`config.mk`:
```
export PLATFORM = sky130hd
export DESIGN_NAME = bfm_out_seq
export DESIGN_NICKNAME = d
export VERILOG_FILES = /design/src/sv/bfm_pkg.sv /design/src/sv/bfm_out_seq.sv
export SDC_FILE = /design/constraint.sdc
export NUM_CORES = 1
export LEC_CHECK = 0
export BUFFER_PORTS_ARGS = -buffer_cell sky130_fd_sc_hd__buf_2
export CAP_MARGIN = 10
export CORE_ASPECT_RATIO = 0.75
export CORE_UTILIZATION = 53
export DETAILED_ROUTE_END_ITERATION = 8
export HOLD_SLACK_MARGIN = 0.02
export PLACE_DENSITY_LB_ADDON = 0.2
export SYNTH_ARGS = -nofsm -noshare
export SYNTH_HDL_FRONTEND = slang
export SYNTH_SLANG_ARGS = --single-unit
```
`constraint.sdc`:
```
create_clock -name clock -period 20.8 [get_ports clock]
set_input_delay 4.16 -clock clock [delete_from_list [all_inputs] [get_ports clock]]
set_output_delay 4.16 -clock clock [all_outputs]
set_load 0.05 [all_outputs]
```
`src/sv/bfm_pkg.sv`:
```
// Shared types, constants and arithmetic helpers for the 2x2 box-filter mip chain.
// No dependencies; every other file in this folder imports this package.
`timescale 1ns / 1ps

package bfm_pkg;

   localparam int PIX_W        = 8;     // bits per color channel
   localparam int CHANNELS     = 4;     // red, green, blue, alpha
   localparam int SUM_W        = PIX_W + 1;
   localparam int POS_W        = 10;
   localparam int LEVEL_W      = 2;
   localparam int SIZE_W       = 9;
   localparam int MAX_SIDE_DEF = 1024;
   localparam int SIZE_RESET   = 16;
   localparam int RES_MAX      = 3;     // results one item can cause
   localparam int RES_CNT_W    = 2;

   typedef enum logic [LEVEL_W-1:0] {
      MIP_L0 = 2'd0,
      MIP_L1 = 2'd1,
      MIP_L2 = 2'd2
   } mip_level_type;

   typedef logic [CHANNELS-1:0][PIX_W-1:0] pixel_type;
   typedef logic [CHANNELS-1:0][SUM_W-1:0] pair_sum_type;

   typedef struct packed {
      mip_level_type          level;
      logic [POS_W-1:0]       pos_x;
      logic [POS_W-1:0]       pos_y;
      pixel_type              pix;
   } result_type;

   // Per-item control handed from the input register to a filter stage.
   typedef struct packed {
      logic advance;
      logic col_odd;
      logic row_odd;
   } stage_ctrl_type;

   // Rounded average of a stored pair sum and two fresh channel values.
   function automatic logic [PIX_W-1:0] box_avg(input logic [SUM_W-1:0] s,
                                                 input logic [PIX_W-1:0] a,
                                                 input logic [PIX_W-1:0] b);
      logic [SUM_W+1:0] t;
      t = (SUM_W+2)'(s) + (SUM_W+2)'(a) + (SUM_W+2)'(b) + (SUM_W+2)'(2);
      return t[PIX_W+1:2];
   endfunction

   function automatic logic [SUM_W-1:0] pair_add(input logic [PIX_W-1:0] a,
                                                  input logic [PIX_W-1:0] b);
      return SUM_W'(a) + SUM_W'(b);
   endfunction

endpackage

```
`src/sv/bfm_out_seq.sv`:
```
// Result register and sequencer: holds the one to three results of an item and
// hands them out one per accepted transfer. Depends on bfm_pkg.
`timescale 1ns / 1ps

module bfm_out_seq (
   input  logic                                       clock,
   input  logic                                       reset,
   input  logic                                       load_valid,
   output logic                                       load_ready,
   input  bfm_pkg::result_type [bfm_pkg::RES_MAX-1:0] load_res,
   input  logic [bfm_pkg::RES_CNT_W-1:0]              load_count,
   input  logic                                       load_frame_end,
   output logic                                       out_valid,
   input  logic                                       out_ready,
   output bfm_pkg::result_type                        out_res,
   output logic                                       out_last,
   output logic                                       out_frame_end
);
   import bfm_pkg::*;

   result_type [RES_MAX-1:0] res_ff;
   logic [RES_CNT_W-1:0]     cnt_ff;
   logic [RES_CNT_W-1:0]     idx_ff;
   logic [RES_CNT_W-1:0]     idx_in;
   logic                     valid_ff;
   logic                     valid_in;
   logic                     fend_ff;
   logic                     out_fire;
   logic                     load;

   assign out_valid     = valid_ff;
   assign out_res       = res_ff[idx_ff];
   assign out_last      = (idx_ff == cnt_ff - RES_CNT_W'(1));
   assign out_frame_end = fend_ff;
   assign out_fire      = valid_ff & out_ready;
   assign load_ready    = ~valid_ff | (out_fire & out_last);
   assign load          = load_valid & load_ready;

   always_comb begin
      idx_in   = idx_ff;
      valid_in = valid_ff;
      if (load) begin
         idx_in   = '0;
         valid_in = 1'b1;
      end else if (out_fire) begin
         idx_in   = idx_ff + RES_CNT_W'(1);
         valid_in = ~out_last;
      end
   end

   always_ff @(posedge clock) begin
      if (reset) begin
         valid_ff <= 1'b0;
         idx_ff   <= '0;
      end else begin
         valid_ff <= valid_in;
         idx_ff   <= idx_in;
      end
   end

   always_ff @(posedge clock) begin
      if (load) begin
         res_ff  <= load_res;
         cnt_ff  <= load_count;
         fend_ff <= load_frame_end;
      end
   end

endmodule

```
Yosys cells after proc, flatten, opt, wreduce, memory -nomap -nowiden:

Index checks and enable logic that the tools add are counted.
W data, S select, Z words.

* flip-flop bits (word level): 168
* bits in latches: 0
* RAM bits: 0
* memory bits (read-only): 0
* bits of input ports: 169
* output and inout port bits: 58
* logic and storage cells: 41
* memories kept: 0

* add/subtract/negate cells: 2
* multiply operators: 0
* div/mod/pow operators: 0
* $lt $le $gt $ge: 1
* eq/ne operators: 1
* shift operators: 0
* multiplexer cells: 4
* bitwise operators: 6
* reduce and logical (&&, ||, !) cells: 2

Operators by type and width (count)
* $bmux W54 S2: 1
* $mux W54: 1
* $and A1 B1 Y1: 3
* $lt A2 B3 Y1 const B: 1
* $add A2 B1 Y2 const B: 1
* $eq A2 B2 Y1: 1
* $mux W1: 2
* $not A1 Y1: 2
* $reduce_bool A2 Y1: 1
* $reduce_or A2 Y1: 1
* $sub A2 B1 Y2 const B: 1
* $or A1 B1 Y1: 1

Depth between registers and ports, before layout:

* depth in word-level cells: 6
* gate-level depth with buffers: 6
* depth with buffers taken out: 3

Least setup slack after synthesis:

OpenSTA, ideal clock, no wires.

* path type: input-to-reg
* start point: input port out_ready
* end point: register cnt_ff[0] (enable)
* library setup time: 0.745 ns
* arrival time: 12.391 ns
* required time: 20.055 ns
* slack: 7.664 ns
* stages on the path: 3
* path buffers: 0
* path through: and3b_1 -> mux2i_1 -> a21oi_1

* word-level cells in the longest chain between the ends: 4

Ends and longest elaborated chain
* start: declaration: RTL line bfm_out_seq.sv:14 `input logic out_ready,`
* $and A1 B1 Y1: RTL line bfm_out_seq.sv:35 `assign out_fire = valid_ff & out_ready;`
* $and A1 B1 Y1: RTL line bfm_out_seq.sv:36 `assign load_ready = ~valid_ff | (out_fire & out_last);`
* $or A1 B1 Y1: RTL line bfm_out_seq.sv:36
* $and A1 B1 Y1: RTL line bfm_out_seq.sv:37 `assign load = load_valid & load_ready;`
* via load: RTL line bfm_out_seq.sv:29 `logic load;`
* end signal: assignment: RTL line bfm_out_seq.sv:64 `cnt_ff <= load_count;`
* end: declaration: RTL line bfm_out_seq.sv:22 `logic [RES_CNT_W-1:0] cnt_ff;`

The timed path passes the listed nets, and every way through them passes these cells.
A chain may end at the register's enable or synchronous reset.

Worst setup path in the final report:

* start point: input port out_ready
* end point: output port load_ready

* word-level cells in the longest chain between the ends: 3

Ends and longest elaborated chain
* $and A1 B1 Y1: RTL line bfm_out_seq.sv:35
* $and A1 B1 Y1: RTL line bfm_out_seq.sv:36
* $or A1 B1 Y1: RTL line bfm_out_seq.sv:36
* end: declaration: RTL line bfm_out_seq.sv:9 `output logic load_ready,`

No other way between the ends.

==> out/qor.log <==
INFO  timing         fin_ws=11.54ns
INFO  clock_network  tritoncts=done
INFO  logic_synthesis netlist-cell-type-count=19
INFO  floorplan      chipHeight=96.41um
INFO  logic_synthesis syn_nets=542
INFO  detailed_routing route.vias.total=3871
INFO  timing         setup_viol=0
INFO  global_route   antenna_violations_before_repair=0
INFO  cells_and_area antenna-diode-count=0
INFO  logic_synthesis synth-edff-count=165
INFO  clock_network  post-cts-setup-buffers=0
INFO  pwr            power.share.sequential=50.1%
INFO  pwr            power.ir.vdd_worst=0.00007630V
INFO  placement      dp_worst_setup_slack=11.54ns
INFO  placement      place.gp.congestion=0.7277
INFO  detailed_routing final_antenna_net_count=0
INFO  clock_network  clkLatencyLatePin=0.41ns
INFO  timing         timing.final.crit_share=44.54%
INFO  pwr            power_frac_clock=36.8%
INFO  min_path       holdCritPathClass=register to register
INFO  detailed_routing routed_wire_length_per_instance=16.69um
INFO  pwr            fin_total_pwr=0.8197mW
INFO  cells_and_area filler_instances=813
INFO  placement      place.detailed.instances=746
INFO  logic_synthesis synthesized_flop_and_latch_total=168
INFO  timing         fmaxAchievable=107.9MHz
INFO  pwr            cellPowerDensity=100.5nW/um2
INFO  worst_setup_path timing.critical_path.to_type=output port
INFO  logic_synthesis synth_seq_area_share=79.62%
INFO  logic_synthesis flip_flop_cell_with_the_highest_count_after_synthesis=sky130_fd_sc_hd__edfxtp_1
INFO  detailed_routing post-route-drc-count=0
INFO  logic_synthesis post_synth_arst_share=0%
INFO  clock_network  cts_resized=0
INFO  timing         worstMarginPinSlew=1.093ns
INFO  pwr            internal-power=0.6165mW
INFO  pwr            power.static_leakage=3.108nW
INFO  placement      detailed_place_hpwl=8.221mm
INFO  worst_setup_path critPathKind=input port to output port
INFO  floorplan      start_util=54.43%
INFO  global_route   grt-ovfl-total=0
INFO  detailed_routing detail_route.first_pass.iterations=4
INFO  timing         fin_crit=9.264ns
INFO  clock_network  total_number_of_h_tree_levels=4
INFO  pwr            comb_power_share=13.0%
INFO  logic_synthesis netlist_area=6299um2
INFO  floorplan      die_width=127.9um
INFO  placement      io_buffer_count=226
INFO  outcome        run_status=completed
INFO  worst_setup_path timing.critical_path.arrival=5.10ns
INFO  logic_synthesis postSynthAreaPerCell=16.89um2
INFO  cells_and_area final_cells=774
INFO  worst_setup_path timing.critical_path.fanout_max=4
INFO  timing         finalClockSkew=0.007927ns
INFO  clock_network  clk_transition_reported_paths=0.06ns
INFO  timing         slew_headroom=27.13%
INFO  floorplan      floorplan.die_area=12330um2
INFO  clock_network  cts.sinks=168
INFO  clock_network  clock_path_buffers=2
INFO  clock_network  clockRootBuffer=sky130_fd_sc_hd__clkbuf_16
INFO  logic_synthesis syn-instance-count=373
INFO  detailed_routing initialDrtViolationCount=245
INFO  timing         report.final.slew_viol_count=0
INFO  cells_and_area ratio_of_cells_with_drive_above_1_in_the_final_layout=42.81%
INFO  global_route   gr-usage-all-layers=20.62%
INFO  global_route   number_of_global_route_vias_before_repair=3800
INFO  floorplan      design.core.area=11570um2
INFO  logic_synthesis synth_top_area_cell=sky130_fd_sc_hd__edfxtp_1
INFO  logic_synthesis count_of_yosys_warnings_during_synthesis=0
INFO  global_route   grt_first_pass_wirelength=18.51mm
INFO  timing         rsz0062_at_grt=no
INFO  detailed_routing wirelength=12.92mm
INFO  detailed_routing post_drt_via_cell_ratio=5.001
INFO  global_route   grt_max_degree=84
INFO  worst_setup_path r2r_setup_slack=17.83ns
INFO  clock_network  cts-buffers-inserted=17
INFO  logic_synthesis synth.most_common_cell=sky130_fd_sc_hd__edfxtp_1
INFO  floorplan      boundaryPins=227
INFO  flow_run       cap_violations=0
INFO  clock_network  cts_hold_repair.buffers=0
INFO  cells_and_area synthToLayoutAreaGrowth=29.56%
INFO  pwr            power.switching_fraction=24.79%
INFO  logic_synthesis synth.top_cells.by_count=sky130_fd_sc_hd__edfxtp_1 (165), sky130_fd_sc_hd__nand2_1 (58), sky130_fd_sc_hd__mux2i_1 (56)
INFO  logic_synthesis synth_top_area_share=78.67%
INFO  worst_setup_path cp_data_required_time=16.64ns
INFO  cells_and_area finalNetCount=772
INFO  worst_setup_path worst_setup_path_start_kind=input port
INFO  logic_synthesis netlist_top_cells_area=sky130_fd_sc_hd__edfxtp_1 (79%), sky130_fd_sc_hd__mux2i_1 (8.9%), sky130_fd_sc_hd__o21ai_0 (4.4%), sky130_fd_sc_hd__nand2_1 (3.5%), sky130_fd_sc_hd__buf_2 (1.0%)
INFO  timing         fin_hold_viols=0
INFO  timing         final.setup.tns=0ns
INFO  floorplan      row_cnt=34
INFO  pwr            switching_power=0.2032mW
-- flip-flops by register name, indices dropped and copies added (netlist names) --
| signal | count |
|---|---|
| res_ff | 162 |
| cnt_ff | 2 |
| out_valid | 1 |
| out_frame_end | 1 |
| idx_ff | 2 |
-- path summary, 6_finish.rpt --
check	from	end	depth (start not counted)
max reg2reg	idx_ff[0]$_SDFFE_PP0N_	res_ff[160]$_DFFE_PP_	4
min reg2reg	out_valid$_SDFFE_PP0P_	out_valid$_SDFFE_PP0P_	2
min	out_valid$_SDFFE_PP0P_	out_valid$_SDFFE_PP0P_	2
max	out_ready	load_ready	5
-- power groups by stage --
| stage | logic (mW) | clock network (mW) | registers (mW) |
|---|---|---|---|
| finish | 0.107 | 0.302 | 0.411 |
| global placement | 0.105 | 0 | 0.417 |
| global route | 0.113 | 0.318 | 0.413 |
| floorplan | 0.0755 | 0 | 0.420 |
| CTS | 0.108 | 0.307 | 0.411 |
| detailed placement | 0.107 | 0 | 0.418 |
-- worst max-delay path: stages --
cell and delay (ns):
sky130_fd_sc_hd__buf_2 0.12, sky130_fd_sc_hd__and3b_1 0.20, sky130_fd_sc_hd__mux2i_1 0.31, sky130_fd_sc_hd__nand2_1 0.10, sky130_fd_sc_hd__buf_2 0.23
-- per-stage QoR --
stage	cell area (um2)	hold WS [ns]	utilization (%)
floorplan	6299	0.6274	-
global placement	7599	0.5880	65.67
detailed placement	7599	0.6105	65.67
CTS	8160	0.6203	70.52
global route	8160	0.6594	70.52
finish	8160	0.6273	70.52
-- kinds of logic after synthesis --
family	Yosys count	share of synthesized area, %
AOI/OAI and AO/OA	62	5.443
xor gates and xnor gates	1	0.1391
buffers and inverters	21	1.510
DFF	168	79.62
muxes	57	9.138
and+or+nand+nor	64	4.152
-- final cells by class --
class / count / area (um2) / area share [%]
multi-input cells: 184 / 1207 / 14.80
inverters: 2 / 7.507 / 0.09200
repair buffers: 230 / 1161 / 14.23
flip-flops and latches: 168 / 5020 / 61.51
well taps: 162 / 202.7 / 2.484
clock buffers: 18 / 429.2 / 5.259
clock inverters: 10 / 132.6 / 1.625
-- layer usage --
layer	vias to the layer above	share of wire, %	track usage, %
met5	-	0	0
met4	0	0.59	7.549
met3	9	8.7	7.434
met2	166	53	37.00
met1	1832	38	22.90
li1	1864	-	-
-- layout by cell type, fill, tap and decap left out --
cell type                    Yosys  layout
sky130_fd_sc_hd__nor2b_4         0       1
sky130_fd_sc_hd__dfxtp_1         3       1
sky130_fd_sc_hd__clkinv_1        0       1
sky130_fd_sc_hd__xnor2_1         1       1
sky130_fd_sc_hd__buf_2          13     226
sky130_fd_sc_hd__clkinv_2        0       3
sky130_fd_sc_hd__nand3b_1        1       1
sky130_fd_sc_hd__edfxtp_1      165     165
sky130_fd_sc_hd__o21ai_0        55      55
sky130_fd_sc_hd__dfxtp_2         0       1
sky130_fd_sc_hd__inv_1           2       2
sky130_fd_sc_hd__a311o_1         1       1
sky130_fd_sc_hd__nand2_1        58      58
sky130_fd_sc_hd__clkbuf_1        6       1
sky130_fd_sc_hd__dfxtp_4         0       1
sky130_fd_sc_hd__a21oi_1         3       2
sky130_fd_sc_hd__clkinvlp_4      0       2
sky130_fd_sc_hd__a21oi_4         0       1
sky130_fd_sc_hd__mux2_4          1       1
sky130_fd_sc_hd__clkbuf_16       0      17
sky130_fd_sc_hd__o22ai_1         1       1
sky130_fd_sc_hd__a311oi_1        1       1
sky130_fd_sc_hd__a2111oi_4       1       1
sky130_fd_sc_hd__nand2b_1        2       2
sky130_fd_sc_hd__bufinv_16       0       3
sky130_fd_sc_hd__mux2i_1        56      56
sky130_fd_sc_hd__buf_4           0       4
sky130_fd_sc_hd__and3b_1         2       2
sky130_fd_sc_hd__clkinv_4        0       1
(Power assumes the default switching activity.)
